[config.mk]
export PLATFORM = sky130hd
export DESIGN_NAME = bpa_ram
export DESIGN_NICKNAME = d
export VERILOG_FILES = /design/src/bpa_ram.sv
export SDC_FILE = /design/constraint.sdc
export NUM_CORES = 1
export LEC_CHECK = 0
export ABC_AREA = 1
export BUFFER_PORTS_ARGS = -buffer_cell sky130_fd_sc_hd__buf_2
export CAP_MARGIN = 30
export CORE_UTILIZATION = 45
export CTS_CLUSTER_SIZE = 12
export DETAILED_ROUTE_END_ITERATION = 16
export SLEW_MARGIN = 25
export SYNTH_ARGS = -nofsm -noshare
export SYNTH_HDL_FRONTEND = slang
export SYNTH_SLANG_ARGS = --single-unit
[constraint.sdc]
create_clock -name clk_i -period 3.7 [get_ports clk_i]
set_clock_uncertainty 0.15 [all_clocks]
set_input_delay 0.185 -clock clk_i [delete_from_list [all_inputs] [get_ports clk_i]]
set_output_delay 0.185 -clock clk_i [all_outputs]
set_load 0.02 [all_outputs]
[src/bpa_ram.sv]
// Generic single-write, single-read RAM with registered read data.
`default_nettype none
module bpa_ram #(
  parameter int unsigned WIDTH = 8,
  parameter int unsigned DEPTH = 16
) (
  input  logic                     clk_i,
  input  logic                     we_i,
  input  logic [$clog2(DEPTH)-1:0] waddr_i,
  input  logic [WIDTH-1:0]         wdata_i,
  input  logic [$clog2(DEPTH)-1:0] raddr_i,
  output logic [WIDTH-1:0]         rdata_o
);

  logic [WIDTH-1:0] mem_q [DEPTH];

  always_ff @(posedge clk_i) begin
    if (we_i) begin
      mem_q[waddr_i] <= wdata_i;
    end
    rdata_o <= mem_q[raddr_i];
  end

endmodule
`default_nettype wire

### Yosys cells after proc, flatten, opt, wreduce, memory -nomap -nowiden

Memory sizes are Yosys's and may differ from the RTL's. A register that Yosys moved wholly into a read port is not among the register bits.
Index checks and enable logic that the tools add are counted.

* muxes and demuxes: 2

Operator list (number)
* two-way mux 1 bit: 2

* register bits after elaboration: 0
* memory bits (writable): 128
* input bits: 18
* output and inout port bits: 8
* memories: 1

Memory list
* mem_q: depth 16, bits a word 8, read ports 1, clocked after Yosys merged registers in 1, write ports 1, line 15 `logic [WIDTH-1:0] mem_q [DEPTH];`

### Depth between registers and ports, before layout

* word-level depth: 2
* mapped depth: 8
* mapped depth without buffers: 7

### Worst setup path after synthesis

Ideal clock, no wire load.

* path kind: in2reg
* start: input port waddr_i[2]
* end: memory mem_q[10][0], enable pin
* arrival time: 0.766 ns
* required time: 3.180 ns
* setup slack: 2.414 ns
* stages: 2
* cell sequence: nand3b_1 nor2_1

RTL lines
* start, declared: line 9 `input logic [$clog2(DEPTH)-1:0] waddr_i,`
* end, declared: line 15

Straight into the memory's write port.

==> summary.md <==
The flow ran to the end, and the final reports show no timing, DRC or antenna violations. For the maximum operating frequency, the log shows 0.6273 GHz. The average instance area after synthesis is 10.47 um2, and the top fanout value on the critical path is 33. For this design the ratio of total power to cell area is 565.8 mW/mm2. The placeable core area is 0.01226 mm2. In this run the number of H-tree levels came out at 4.

The initialized floorplan defines 40 standard-cell rows. At the end of routability-driven placement, the weighted congestion stood at 0.8453. Of the cells placed in the final design, the portion with a size suffix greater than 1 is 10.05%.

Setup repair after global routing left no endpoint under its margin. The cell repeated most along the worst path was nand3_1. The setup path with the least slack is of type input port to flip-flop. Buffers added to address setup during post-CTS repair amount to 0. The count of input and output buffers works out to 25.

The clock passes through at most 2 buffers. The run gives 26 as the count of boundary I/O pins. Adding up every negative setup slack in the final design gives 0 ps.

The tree is rooted in a clkbuf_16. For the global-route congestion overflow total, the log shows 0. Headroom to the max-slew limit came out at 42.99%.

The initial utilization of the core area, before any placement, comes to 47.03%. For this run, the slowest stage of the critical path takes 530 ps. TritonCTS built the clock tree.

For the clock net sink count, the log shows 136. The overall die height is 115.2 um, and the vias per cell is 4.878. The worst path needs 1594 ps of the cycle, external delays included. The total count of max-transition violations in the final report is 0, and the final-stage net count is 592. Setup violations remaining at the end of the flow were counted as 0.

The pre-antenna-repair detailed-routing pass consisted of 5 iterations. The detailed router placed 3683 vias in this run. The number of buffers and inverters on the critical path is 2. The signed area change from the synthesized netlist to the final layout was 14.65%; the clock transition at the registers of the reported paths was 60 ps.

Initial antenna violation count: 0. The DRC violation count after routing was 0. In this run the worst hold path is classified as input port to flip-flop. The number of nets handed over by synthesis was 569. The warning count from the yosys run was 0; the detailed router's first-iteration violation count was 295.

The logs give 1 for the number of hold buffers added after CTS and 0 for the count of max-cap constraint violations. The total die area came out at 0.01327 mm2. The largest individual stage delay along the critical path comes from the cell buf_2. In this run, distinct cell masters in the synthesized netlist total 12. Walking the worst path, the cells encountered are buf_2 -> inv_2 -> nand3_1 -> nand3_1 -> nand3_1 -> nand2_1.

The via count of the first global-routing pass came out at 3563. In this run, post-CTS repair resized a total of 0 instances. Average routed wire per standard cell: 16.65 um. At the worst endpoint, the required time is 3860 ps. The die span in x came out at 115.2 um. The logs give 420 ps for the clock network latency to the later pin of the worst-skew pair and 0 for the total inserted antenna cells. The total global routing track utilization is 21.07%. Summing every instance area after synthesis gives 0.005767 mm2.

The cell family with the largest share of critical-path delay is buffers and inverters. The total power consumption of the routed design was 0.003741 W; the final wirelength was 12570 um. The share of the Yosys chip area taken by registers is 69.43%. The final worst-path setup slack was 2106 ps; the post-route clock period utilization was 43.08%. The number of synthesized register bits works out to 136. Buffers inserted during clock tree synthesis total 17. The worst setup timing slack at the placement stage was 1673 ps. STA puts the critical path data arrival time at 1750 ps.

The analysis attributes to cell leakage a power of 2.833 nW. For the pin with the worst max-slew slack, the measured transition is 852.0 ps. The tools report the kind of launch point of the worst setup path as an input port.

Once detailed placement completed, the half-perimeter wirelength came to 7764 um. For the worst voltage drop across the vdd grid, the log shows 0.3414 mV. The pin count of the biggest net entering global routing is 65, and the number of hold violations in the final report is 0.

The first global-routing pass estimated 19830 um of wire. The worst setup path is captured at a flip-flop. For the number of antenna-violating nets in the routed design, the log shows 0. After technology mapping, the gate count stands at 551.
==> cell usage after synthesis <==
cell      count  area share (%)
inv_1       100             6.5
edfxtp_1    128              67
buf_2        13             1.1
nand2_1     173              11
buf_1         1           0.065
nor2_1       17             1.1
dfxtp_1       8             2.8
inv_2         2            0.13
nand3b_1      2            0.26
nand3_1      97             8.4
buf_6         6             1.2
buf_4         4            0.52
==> logic make-up (layout without fill, tap and decap cells) <==
family,count (synthesis),in the layout,synth area share [%]
AND/OR/NAND/NOR,289,289,21.05
flip-flops,136,136,69.43
buffers and inverters,126,162,9.525
==> metrics by stage <==
| step | std cells | hold WS (ps) | instance area (um2) | utilization, % |
|---|---|---|---|---|
| 6_report | 755 | 31.74 | 6611 | 53.92 |
| 2_1_floorplan | 551 | 133.9 | 5767 | - |
| 3_5_place_dp | 722 | 414.1 | 5963 | 48.63 |
| 5_1_grt | 755 | 39.35 | 6611 | 53.92 |
| 3_3_place_gp | 721 | 404.9 | 5943 | 48.47 |
| 4_1_cts | 755 | 29.98 | 6611 | 53.92 |
==> where the power goes <==
group          internal [W]  switching [W]
logic             0.0000563       0.000153
registers           0.00172      0.0000107
clock network       0.00118       0.000621
total               0.00296       0.000785
==> registers in the layout, indices dropped and copies added, names as in the netlist <==
| name | flops |
|---|---|
| mem_q | 128 |
| rdata_o | 8 |
==> per-layer routing <==
layer	GRT usage, %	share of wire (%)	wire, um	vias up
met2	31.77	47	5909	84
li1	-	-	-	1820
met4	9.697	1.8	222	0
met1	29.59	47	5948	1764
met5	0	0	0	-
met3	4.164	3.9	489	15
==> layout by cell type (no fill, tap or decap) <==
| cell type | synthesis | layout |
|---|---|---|
| buf_2 | 13 | 25 |
| inv_2 | 2 | 2 |
| nand2_1 | 173 | 173 |
| inv_1 | 100 | 100 |
| nand3_1 | 97 | 97 |
| dlygate4sd3_1 | 0 | 1 |
| clkinv_2 | 0 | 1 |
| nor2_1 | 17 | 17 |
| edfxtp_1 | 128 | 128 |
| clkinv_1 | 0 | 2 |
| clkinvlp_4 | 0 | 4 |
| inv_6 | 0 | 1 |
| clkbuf_8 | 0 | 3 |
| nand3b_1 | 2 | 2 |
| dfxtp_1 | 8 | 8 |
| clkbuf_16 | 0 | 17 |
| buf_4 | 4 | 1 |
| bufinv_16 | 0 | 4 |
| buf_12 | 0 | 1 |
==> worst paths after layout <==
check	startpoint	to	slack, ps	cells past startpoint
setup / recovery	raddr_i[1]	rdata_o[3]	2110	6
hold / removal	wdata_i[0]	mem_q[1][0]	30	1
setup reg to reg	mem_q[1][3]	rdata_o[3]	2470	6
hold reg to reg	mem_q[4][0]	rdata_o[0]	530	6
==> final cells by class <==
| type | instances | area [um2] |
|---|---|---|
| clock inverters | 12 | 171.4 |
| multi-input cells | 289 | 1214 |
| fillers | 1075 | 5650 |
| repair buffers | 28 | 162.7 |
| clock buffers | 20 | 466.7 |
| inverters | 102 | 382.9 |
| flip-flops and latches | 136 | 4004 |
| well taps | 168 | 210.2 |
(Power assumes the default switching activity.)
