[config.mk]
export PLATFORM = sky130hd
export DESIGN_NAME = bpa_ctl
export DESIGN_NICKNAME = d
export VERILOG_FILES = /design/src/bpa_pkg.sv /design/src/bpa_ctl.sv
export SDC_FILE = /design/constraint.sdc
export NUM_CORES = 2
export LEC_CHECK = 0
export ABC_AREA = 0
export BUFFER_PORTS_ARGS = -buffer_cell sky130_fd_sc_hd__buf_2
export CELL_PAD_IN_SITES_DETAIL_PLACEMENT = 1
export CELL_PAD_IN_SITES_GLOBAL_PLACEMENT = 1
export CORE_ASPECT_RATIO = 1.2
export CORE_UTILIZATION = 47
export CTS_CLUSTER_DIAMETER = 100
export DETAILED_ROUTE_END_ITERATION = 7
export PLACE_DENSITY = 0.78
export SLEW_MARGIN = 20
export SYNTH_ARGS = -nofsm -noshare
export SYNTH_HDL_FRONTEND = slang
export SYNTH_SLANG_ARGS = --single-unit
[constraint.sdc]
create_clock -name clk_i -period 6.8 [get_ports clk_i]
set_clock_uncertainty 0.05 [all_clocks]
set_input_delay 0.34 -clock clk_i [delete_from_list [all_inputs] [get_ports clk_i]]
set_output_delay 0.34 -clock clk_i [all_outputs]
set_load 0.1 [all_outputs]
[src/bpa_pkg.sv]
// Shared constants, types and helper functions of the buddy page allocator.
`default_nettype none
package bpa_pkg;

  localparam int unsigned TOP_ORDER   = 10;
  localparam int unsigned NUM_ORDERS  = TOP_ORDER + 1;
  localparam int unsigned PAGE_BITS   = 12;
  localparam int unsigned ADDR_BITS   = 32;
  localparam int unsigned PN_W        = ADDR_BITS - PAGE_BITS;
  localparam int unsigned STACK_DEPTH = 1024;
  localparam int unsigned IDX_W       = $clog2(STACK_DEPTH);
  localparam int unsigned CNT_W       = IDX_W + 1;
  localparam int unsigned ORD_W       = $clog2(NUM_ORDERS);
  localparam int unsigned RAM_DEPTH   = NUM_ORDERS * STACK_DEPTH;
  localparam int unsigned RAM_AW      = ORD_W + IDX_W;
  localparam int unsigned BYTES_W     = 33;
  localparam int unsigned KB_W        = 23;
  localparam int unsigned PAGES_W     = PN_W + 1;

  localparam logic [BYTES_W-1:0] BYTES_MAX = {BYTES_W{1'b1}};

  typedef enum logic [1:0] {
    OP_ALLOC = 2'd0,
    OP_FREE  = 2'd1,
    OP_SPAN  = 2'd2,
    OP_NONE  = 2'd3
  } op_e;

  typedef enum logic [1:0] {
    ST_OK       = 2'd0,
    ST_NO_BLOCK = 2'd1,
    ST_IGNORED  = 2'd2,
    ST_OVERFLOW = 2'd3
  } status_e;

  typedef struct packed {
    logic [ADDR_BITS-1:0] alloc_addr;
    status_e              status;
    logic [KB_W-1:0]      free_kb;
    logic [KB_W-1:0]      total_kb;
  } res_t;

  typedef struct packed {
    logic              we;
    logic [RAM_AW-1:0] waddr;
    logic [PN_W-1:0]   wdata;
    logic [RAM_AW-1:0] raddr;
  } ram_req_t;

  function automatic logic [BYTES_W-1:0] blk_bytes(input logic [ORD_W-1:0] ord);
    blk_bytes = (BYTES_W'(1) << ord) << PAGE_BITS;
  endfunction

  function automatic logic [BYTES_W-1:0] sat_add(input logic [BYTES_W-1:0] a,
                                                 input logic [BYTES_W-1:0] b);
    logic [BYTES_W:0] s;
    s = {1'b0, a} + {1'b0, b};
    sat_add = s[BYTES_W] ? BYTES_MAX : s[BYTES_W-1:0];
  endfunction

  function automatic logic [BYTES_W-1:0] sat_sub(input logic [BYTES_W-1:0] a,
                                                 input logic [BYTES_W-1:0] b);
    sat_sub = (b > a) ? '0 : a - b;
  endfunction

endpackage
`default_nettype wire

[src/bpa_ctl.sv]
// Allocator sequencer: order search, stack pops/pushes, buddy search and compaction.
`default_nettype none
module bpa_ctl import bpa_pkg::*; (
  input  logic                 clk_i,
  input  logic                 rst_ni,
  input  logic                 start_i,
  input  op_e                  op_i,
  input  logic [ADDR_BITS-1:0] addr_i,
  input  logic [ADDR_BITS-1:0] size_i,
  input  logic [ADDR_BITS-1:0] end_i,
  output logic                 idle_o,
  output logic                 res_valid_o,
  input  logic                 res_take_i,
  output res_t                 res_o,
  output ram_req_t             ram_o,
  input  logic [PN_W-1:0]      rdata_i
);

  typedef enum logic [13:0] {
    S_IDLE  = 14'b00000000000001,
    S_ORD   = 14'b00000000000010,
    S_ASRCH = 14'b00000000000100,
    S_AWAIT = 14'b00000000001000,
    S_SPLIT = 14'b00000000010000,
    S_FLVL  = 14'b00000000100000,
    S_FRD   = 14'b00000001000000,
    S_FCMP  = 14'b00000010000000,
    S_MVRD  = 14'b00000100000000,
    S_MVWR  = 14'b00001000000000,
    S_PUSH  = 14'b00010000000000,
    S_SORD  = 14'b00100000000000,
    S_SPUSH = 14'b01000000000000,
    S_DONE  = 14'b10000000000000
  } state_e;

  state_e               state_q, state_d;
  op_e                  op_q, op_d;
  status_e              status_q, status_d;
  logic [ORD_W-1:0]     ord_q, ord_d, want_q, want_d;
  logic [PAGES_W-1:0]   pages_q, pages_d, cur_q, cur_d;
  logic [PN_W-1:0]      last_q, last_d, pn_q, pn_d;
  logic [CNT_W-1:0]     jn_q, jn_d, mv_q, mv_d;
  logic [CNT_W-1:0]     cnt_q [NUM_ORDERS];
  logic [CNT_W-1:0]     cnt_d [NUM_ORDERS];
  logic [BYTES_W-1:0]   free_q, free_d, man_q, man_d;
  logic [ADDR_BITS-1:0] res_addr_q, res_addr_d;

  logic [CNT_W-1:0]     cnt_sel, cnt_dec, mv_inc;
  logic [ORD_W-1:0]     ord_dec;
  logic [PN_W-1:0]      ord_bit, bud;
  logic [PAGES_W-1:0]   rem;
  logic [ADDR_BITS:0]   addr_up, size_up;
  logic                 has_room;

  assign cnt_sel  = cnt_q[ord_q];
  assign cnt_dec  = cnt_sel - CNT_W'(1);
  assign mv_inc   = mv_q + CNT_W'(1);
  assign ord_dec  = ord_q - ORD_W'(1);
  assign ord_bit  = PN_W'(1) << ord_q;
  assign bud      = pn_q ^ ord_bit;
  assign rem      = {1'b0, last_q} - cur_q;
  assign addr_up  = {1'b0, addr_i} + (ADDR_BITS+1)'((1 << PAGE_BITS) - 1);
  assign size_up  = {1'b0, size_i} + (ADDR_BITS+1)'((1 << PAGE_BITS) - 1);
  assign has_room = cnt_sel < CNT_W'(STACK_DEPTH);

  always_comb begin
    state_d    = state_q;
    op_d       = op_q;
    status_d   = status_q;
    ord_d      = ord_q;
    want_d     = want_q;
    pages_d    = pages_q;
    cur_d      = cur_q;
    last_d     = last_q;
    pn_d       = pn_q;
    jn_d       = jn_q;
    mv_d       = mv_q;
    cnt_d      = cnt_q;
    free_d     = free_q;
    man_d      = man_q;
    res_addr_d = res_addr_q;
    ram_o      = '0;
    ram_o.raddr = {ord_q, cnt_dec[IDX_W-1:0]};

    case (state_q)
      S_IDLE: begin
        if (start_i) begin
          op_d       = op_i;
          status_d   = ST_OK;
          res_addr_d = '0;
          ord_d      = '0;
          pages_d    = size_up[ADDR_BITS:PAGE_BITS];
          pn_d       = addr_i[ADDR_BITS-1:PAGE_BITS];
          cur_d      = addr_up[ADDR_BITS:PAGE_BITS];
          last_d     = end_i[ADDR_BITS-1:PAGE_BITS];
          case (op_i)
            OP_ALLOC: begin
              if (size_i == '0) begin
                status_d = ST_IGNORED;
                state_d  = S_DONE;
              end else begin
                state_d = S_ORD;
              end
            end
            OP_FREE: begin
              if (size_i == '0 || addr_i == '0) begin
                status_d = ST_IGNORED;
                state_d  = S_DONE;
              end else begin
                state_d = S_ORD;
              end
            end
            OP_SPAN: state_d = S_SORD;
            default: begin
              status_d = ST_IGNORED;
              state_d  = S_DONE;
            end
          endcase
        end
      end
      // one order step per cycle until the block covers the pages
      S_ORD: begin
        if (pages_q <= (PAGES_W'(1) << ord_q)) begin
          want_d = ord_q;
          if (op_q == OP_ALLOC) begin
            status_d = ST_NO_BLOCK;
            state_d  = S_ASRCH;
          end else begin
            state_d = S_FLVL;
          end
        end else if (ord_q == ORD_W'(TOP_ORDER)) begin
          status_d = ST_IGNORED;
          state_d  = S_DONE;
        end else begin
          ord_d = ord_q + ORD_W'(1);
        end
      end
      S_ASRCH: begin
        if (cnt_sel != '0) begin
          cnt_d[ord_q] = cnt_dec;
          free_d       = sat_sub(free_q, blk_bytes(ord_q));
          state_d      = S_AWAIT;
        end else if (ord_q == ORD_W'(TOP_ORDER)) begin
          state_d = S_DONE;
        end else begin
          ord_d = ord_q + ORD_W'(1);
        end
      end
      S_AWAIT: begin
        pn_d    = rdata_i;
        state_d = S_SPLIT;
      end
      S_SPLIT: begin
        if (ord_q > want_q) begin
          ord_d = ord_dec;
          if (cnt_q[ord_dec] < CNT_W'(STACK_DEPTH)) begin
            ram_o.we     = 1'b1;
            ram_o.waddr  = {ord_dec, cnt_q[ord_dec][IDX_W-1:0]};
            ram_o.wdata  = pn_q + (PN_W'(1) << ord_dec);
            cnt_d[ord_dec] = cnt_q[ord_dec] + CNT_W'(1);
            free_d       = sat_add(free_q, blk_bytes(ord_dec));
          end
        end else begin
          res_addr_d = ADDR_BITS'({pn_q, {PAGE_BITS{1'b0}}});
          status_d   = ST_OK;
          state_d    = S_DONE;
        end
      end
      S_FLVL: begin
        if (ord_q == ORD_W'(TOP_ORDER)) begin
          state_d = S_PUSH;
        end else begin
          jn_d    = cnt_sel;
          state_d = S_FRD;
        end
      end
      // scan the stack from the top, one entry per read/compare pair
      S_FRD: begin
        ram_o.raddr = {ord_q, jn_q[IDX_W-1:0] - IDX_W'(1)};
        if (jn_q == '0) begin
          state_d = S_PUSH;
        end else begin
          jn_d    = jn_q - CNT_W'(1);
          state_d = S_FCMP;
        end
      end
      S_FCMP: begin
        if (rdata_i == bud) begin
          mv_d    = jn_q;
          state_d = S_MVRD;
        end else begin
          state_d = S_FRD;
        end
      end
      // close the gap left by the taken buddy
      S_MVRD: begin
        ram_o.raddr = {ord_q, mv_inc[IDX_W-1:0]};
        if (mv_inc < cnt_sel) begin
          state_d = S_MVWR;
        end else begin
          cnt_d[ord_q] = cnt_dec;
          free_d       = sat_sub(free_q, blk_bytes(ord_q));
          pn_d         = pn_q & ~ord_bit;
          ord_d        = ord_q + ORD_W'(1);
          state_d      = S_FLVL;
        end
      end
      S_MVWR: begin
        ram_o.we    = 1'b1;
        ram_o.waddr = {ord_q, mv_q[IDX_W-1:0]};
        ram_o.wdata = rdata_i;
        mv_d        = mv_inc;
        state_d     = S_MVRD;
      end
      S_PUSH: begin
        if (has_room) begin
          ram_o.we     = 1'b1;
          ram_o.waddr  = {ord_q, cnt_sel[IDX_W-1:0]};
          ram_o.wdata  = pn_q;
          cnt_d[ord_q] = cnt_sel + CNT_W'(1);
          free_d       = sat_add(free_q, blk_bytes(ord_q));
        end else begin
          status_d = ST_OVERFLOW;
        end
        state_d = S_DONE;
      end
      // grow the block while aligned and inside the remaining span
      S_SORD: begin
        if ({1'b0, last_q} <= cur_q) begin
          state_d = S_DONE;
        end else if (ord_q < ORD_W'(TOP_ORDER) && !cur_q[ord_q] &&
                     ((rem >> ord_q) >> 1) != '0) begin
          ord_d = ord_q + ORD_W'(1);
        end else begin
          state_d = S_SPUSH;
        end
      end
      S_SPUSH: begin
        if (has_room) begin
          ram_o.we     = 1'b1;
          ram_o.waddr  = {ord_q, cnt_sel[IDX_W-1:0]};
          ram_o.wdata  = cur_q[PN_W-1:0];
          cnt_d[ord_q] = cnt_sel + CNT_W'(1);
          free_d       = sat_add(free_q, blk_bytes(ord_q));
          man_d        = sat_add(man_q, blk_bytes(ord_q));
          cur_d        = cur_q + (PAGES_W'(1) << ord_q);
          ord_d        = '0;
          state_d      = S_SORD;
        end else begin
          status_d = ST_OVERFLOW;
          state_d  = S_DONE;
        end
      end
      S_DONE: begin
        if (res_take_i) begin
          state_d = S_IDLE;
        end
      end
      default: state_d = S_IDLE;
    endcase
  end

  always_ff @(posedge clk_i or negedge rst_ni) begin
    if (!rst_ni) begin
      state_q <= S_IDLE;
      ord_q   <= '0;
      cnt_q   <= '{default: '0};
      free_q  <= '0;
      man_q   <= '0;
    end else begin
      state_q <= state_d;
      ord_q   <= ord_d;
      cnt_q   <= cnt_d;
      free_q  <= free_d;
      man_q   <= man_d;
    end
  end

  always_ff @(posedge clk_i) begin
    op_q       <= op_d;
    status_q   <= status_d;
    want_q     <= want_d;
    pages_q    <= pages_d;
    cur_q      <= cur_d;
    last_q     <= last_d;
    pn_q       <= pn_d;
    jn_q       <= jn_d;
    mv_q       <= mv_d;
    res_addr_q <= res_addr_d;
  end

  assign idle_o           = (state_q == S_IDLE);
  assign res_valid_o      = (state_q == S_DONE);
  assign res_o.alloc_addr = res_addr_q;
  assign res_o.status     = status_q;
  assign res_o.free_kb    = free_q[BYTES_W-1:10];
  assign res_o.total_kb   = man_q[BYTES_W-1:10];

`ifndef SYNTHESIS
  a_cnt_bound: assert property (@(posedge clk_i) disable iff (!rst_ni)
    cnt_sel <= CNT_W'(STACK_DEPTH))
    else $error("stack count above depth");
  a_split_order: assert property (@(posedge clk_i) disable iff (!rst_ni)
    (state_q == S_SPLIT) |-> (ord_q >= want_q))
    else $error("split below requested order");
  a_start_busy: assert property (@(posedge clk_i) disable iff (!rst_ni)
    (start_i && idle_o) |=> !idle_o)
    else $error("sequencer idle after start");
  a_no_write_idle: assert property (@(posedge clk_i) disable iff (!rst_ni)
    (state_q == S_IDLE || state_q == S_DONE) |-> !ram_o.we)
    else $error("stack write outside an operation");
`endif

endmodule
`default_nettype wire

=== Word-level counts from Yosys, hierarchy flattened ===
Index checks and enable logic that the tools add are counted.

* Shift-type cells: 6
* Bitwise logic cells: 5
* Magnitude comparators: 13
* Reductions and logical operators: 34
* Add/subtract/negate cells: 17
* Mux-type cells: 89
* Equality and inequality tests: 38

{| class="wikitable"
|+ Operators by type and width
! operator !! number
|-
| two-way mux 121 bit || 5
|-
| case mux 121 bit (4 select lines) || 1
|-
| bitwise mux 121 bit || 3
|-
| two-way mux 33 bit || 9
|-
| case mux 14 bit (14 select lines) || 1
|-
| two-way mux 14 bit || 11
|-
| two-way mux 35 bit || 4
|-
| case mux 35 bit (4 select lines) || 1
|-
| case mux 33 bit (4 select lines) || 1
|-
| two-way mux 11 bit || 11
|-
| adder 33 x 33 -> 34 bit || 3
|-
| binary-select mux 11 bit (select 4 bit) || 2
|-
| demux 11 bit (select 4 bit) || 2
|-
| adder 32 x 12 -> 33 bit (second input constant) || 2
|-
| logical NOT 32 bit || 2
|-
| two-way mux 32 bit || 2
|-
| case mux 32 bit (2 select lines) || 1
|-
| left shift 1 x 4 -> 21 bit (first input constant) || 3
|-
| case mux 20 bit (3 select lines) || 1
|-
| case mux 11 bit (2 select lines) || 2
|-
| two-way mux 21 bit || 2
|-
| case mux 14 bit (3 select lines) || 1
|-
| case mux 21 bit (2 select lines) || 1
|-
| two-way mux 20 bit || 2
|-
| other kinds (74) || 129
|}

* Flip-flop bits (word level): 349

=== Logic depth before layout (Yosys ltp) ===
* Word-level depth: 10
* Gate-level depth with buffers: 27
* Depth with buffers taken out: 20

=== Least setup slack after synthesis ===
No wires, ideal clock.

* Path kind: register to output
* Start: register ord_q[1]
* End: output ram_o[31] in the netlist's numbering
* Stages on the path, launching flop included: 23
* Slack: -2.228 ns
* Data required time: 6.410 ns
* Arrival: 8.638 ns
* Path through: dfrtp_1 > buf_4 > buf_2 > buf_4 > inv_1 > clkbuf_1 > ha_1 > xor2_1 > clkbuf_1 > clkbuf_1 > nor2_1 > nand2_1 > clkinv_1 > ha_1 > a21oi_1 > o21ai_0 > a211o_1 > a31oi_1 > a211oi_1 > o41ai_1 > nand2_1 > nand3_1 > o311ai_0

{| class="wikitable"
|+ RTL lines
! what !! line !! RTL
|-
| start, declared || bpa_ctl.sv:39 || <nowiki>logic [ORD_W-1:0] ord_q, ord_d, want_q, want_d;</nowiki>
|-
| start signal, assigned || bpa_ctl.sv:272 || <nowiki>ord_q <= ord_d;</nowiki>
|-
| end, declared || bpa_ctl.sv:15 || <nowiki>output ram_req_t ram_o,</nowiki>
|}

==> reports/summary.md <==
In this run the remaining antenna-violating nets after routing total 0. Leaving out fill and tap cells, the most frequent cell in the layout is nand2_1. The H-tree depth is 2, and the static power due to leakage is 13.4 nW. Post-CTS timing repair inserted 0 buffers for setup. Setup violations remaining at the end of the flow were counted as 0. The tools report the count of different cell masters after synthesis as 128. Tracing the worst setup path back leads to its startpoint at ord_q[0]. The growth of design area from synthesis to finish is 13.7%. The routed design has 129 mm of wire.

The startpoint identified for the worst register-to-register timing path is ord_q[0]. The area share of the largest cell type after synthesis was 16.4%. After layout, the minimum clock period comes to 6.57 ns.

For the worst setup path, the data required time is 6.41 ns. The tree is rooted in a clkbuf_16. The run gives 54.1% as the utilization after layout. Share of cells above drive strength 1: 16.4%. In this run the most critical hold path is launched from size_i[30]. The top cell types in the final layout, fill and taps aside, are nand2_1, nor2_1, buf_2, a21oi_1, dfrtp_1.

The run gives 0.0584 mm^2 as the core outline area. The pin count of the biggest net entering global routing was 82. The largest fanout of any net on the critical path was 35.

The setup check on the worst reg-to-reg path leaves a slack of 0.62 ns. In this run the core area contains 97 standard-cell rows. TritonCTS built the clock tree. The final period utilization was 96.6%. The detailed router placed 29204 vias in this run. The slew of the pin with the lowest slew margin is 1.12 ns.

During I/O placement, the number of pins put on the boundary was 253. Registers are responsible for 20.5% of the overall power. Per report_power, the clock group accounts for 16.3% of the total. The leading register cell type out of synthesis is dfrtp_1. In the post-synthesis netlist, the biggest area contributors are dfrtp_1, edfxtp_1, ha_1. In this run the worst setup path terminates at ram_o[32]. The flow ran to the end, and the final reports show no timing, DRC or antenna violations.

The cell family contributing the most delay on the critical path is compound AO/OA/AOI/OAI gates. The die is 268 um tall. The average footprint of a synthesized cell works out to 8.72 um^2. The routability congestion estimate from global placement is 1.02, and the iteration count of the initial detailed-routing pass is 8. In this run, CTS created clock tree buffers numbering 40. The data arrival at the endpoint of the critical path was 6.18 ns. The total power density per cell area is 435 mW/mm^2.

The endpoint identified for the worst register-to-register timing path is free_q[28]. Clock tree synthesis found a total of 315 sinks. The clock transition at the registers of the reported paths is 0.06 ns, and the number of DRC markers after the initial detailed-route iteration is 2780.

In this run the worst hold path is classified as input pin to flop. Max-cap violations in this run came to 0. The part of the power in combinational logic was 63.2%. The logs give 4216 for the post-layout instance count excluding filler cells and 0 for the count of warnings emitted by yosys.

For the HPWL after detailed placement, the log shows 94.4 mm. For this run, design rule violations remaining after detail routing come to 0. The vias per cell works out to 6.93. The switching share of power is 55.4%.

The worst setup path is of the flop to primary output kind. For this run, the register share of the synthesized area comes to 30.8%. The worst setup path is launched from a flop. Endpoint kind of the worst setup timing path: a primary output. Counting buffers and inverters, the worst setup path is 19 cells deep. In the synthesized netlist the async set-or-reset flop fraction comes to 58.1%.

In this run the deepest clock path goes through 3 buffers. The first global-routing pass estimated 191 mm of wire. Setup repair after global routing left no endpoint under its margin. IR analysis of the VDD net gives a maximum drop of 0.536 mV. For the cell count after synthesis, the log shows 3186. At the later pin of the worst-skew pair, clock insertion delay measures 0.60 ns. From left edge to right edge, the die measures 224 um. Derived from the worst setup path, the maximum achievable clock frequency is 152 MHz. Across every metal layer, demand over resource in global routing totals 42.3%.

The residual overflow from global routing was 0; the netlist area before placement was 0.0278 mm^2. The effective utilization at floorplan is 47.6%. The critical path goes through inv_4 -> ha_1 -> xor2_2 -> nor2_1 -> nand2_1 -> clkinv_1 -> ha_1 -> nor2b_1 -> o21ai_0 -> a21boi_0 -> o21ai_0 -> a21boi_0 -> o2111ai_1 -> a31oi_1 -> nand4_1 -> a31oi_1 -> nand4_1 -> a2bb2oi_4 -> buf_12.

Counting both buffers and inverters, the worst setup path holds a total of 3. Counting flops and latches in the post-synthesis netlist gives 315. After detailed routing, the average wire length per cell comes to 30.5 um.

The number of port buffers works out to 228. The run gives 0 as the number of failing hold endpoints at the final stage. The floorplan step defined a die boundary enclosing 0.0601 mm^2. The slowest stage of the critical path belongs to the cell dfrtp_4. The number of max-slew violations in the final report was 0; the cell-internal power was 6.12 mW.

The final layout contains 3696 nets. Cell depth of the worst flop-to-flop path: 21. Counting tap cells, the placed design contains a total of 4117 instances. The run gives 30206 as the via count of the first global-routing pass. The library cell occupying the most area in the post-synthesis netlist is dfrtp_1. The number of antenna violations at the first check in global routing is 4. The net switching power figure was 7.61 mW; the number of synthesized flops with an enable pin was 132.

On the worst path, the slowest cell contributes a delay of 0.77 ns. In this run the tightest slew margin relative to its limit is 25.3%.
## cells by family after synthesis
| logic type | Yosys count | share of synthesized area, % |
|---|---|---|
| other cells | 1 | 0.0135 |
| simple gates | 1056 | 18.3 |
| fa+ha+maj | 183 | 8.43 |
| flops | 315 | 30.8 |
| buf+inv | 336 | 5.57 |
| xor+xnor | 181 | 5.86 |
| compound gates | 1014 | 25.2 |
| mux | 100 | 5.80 |
## final cells by class
cell class | count | area [um^2]
fill | 6881 | 26800
clock inverter | 16 | 176
antenna | 2 | 5.00
inverter | 145 | 551
sequential | 315 | 8550
tap | 792 | 991
timing repair buffer | 343 | 2250
clock buffer | 57 | 1140
multi-input combinational | 2546 | 17900
## worst min-delay path by stage
stage                  end  slack [ns]  cells after the start
6_report       pages_q[18]        0.04                      2
5_1_grt         pages_q[2]        0.04                      2
4_1_cts         pages_q[7]        0.02                      2
3_5_place_dp     async pin        0.42                      1
3_3_place_gp    free_q[31]        0.41                      1
2_1_floorplan    async pin      -0.006                      0
## power by group through the flow
stage / Sequential, mW / Clock [mW] / Combinational (mW)
floorplan: 3.31 / 0 / 5.43
global placement: 2.81 / 0 / 8.13
detailed placement: 2.82 / 0 / 8.37
CTS: 2.79 / 2.24 / 8.44
global route: 2.83 / 2.31 / 9.05
finish: 2.81 / 2.24 / 8.67
## layer usage
layer | wire length, um | track usage (%)
met1 | 46300 | 48.7
met3 | 11600 | 9.16
met2 | 59200 | 68.1
met5 | 25 | 0
met4 | 11700 | 34.5
## stage by stage
stage,total power [mW],setup slack (ns),setup TNS [ns],hold WS (ns),instance area [um^2]
after detailed placement,11.2,0.637,0,0.418,30000
after global routing,14.2,0.0249,0,0.0393,31600
final,13.7,0.234,0,0.0409,31600
after floorplan,8.74,-0.00621,-0.00621,-0.00559,27900
after CTS,13.5,0.163,0,0.0168,31500
after global placement,10.9,1.01,0,0.414,30000
## synthesized netlist by cell type, drive strengths merged (12+ instances only)
master	instances
a211oi	18
and3	37
xor2	66
a31oi	52
a21oi	221
o21bai	17
or2	24
nor2	254
nand2b	23
nand2	347
a222oi	24
o211ai	25
dfrtp	182
nand4	31
or3	17
a221o	23
clkbuf	109
nor3	64
o21ai	242
and2	45
nor2b	26
nor4	30
buf	82
inv	134
o21a	12
o31ai	15
mux4	46
a22o	24
mux2	22
a21o	53
o221ai	32
mux2i	32
o22ai	29
a32o	12
xnor2	115
edfxtp	132
ha	176
a221oi	52
nand3	109
a22oi	39
## timing repair
action                                  4_1_cts  5_1_grt
endpoints found under the setup margin        0        5
gates resized for setup                       0        4
endpoints found under the hold margin       102        0
hold buffers                                 24        0
Power figures use the tool's default switching activity.
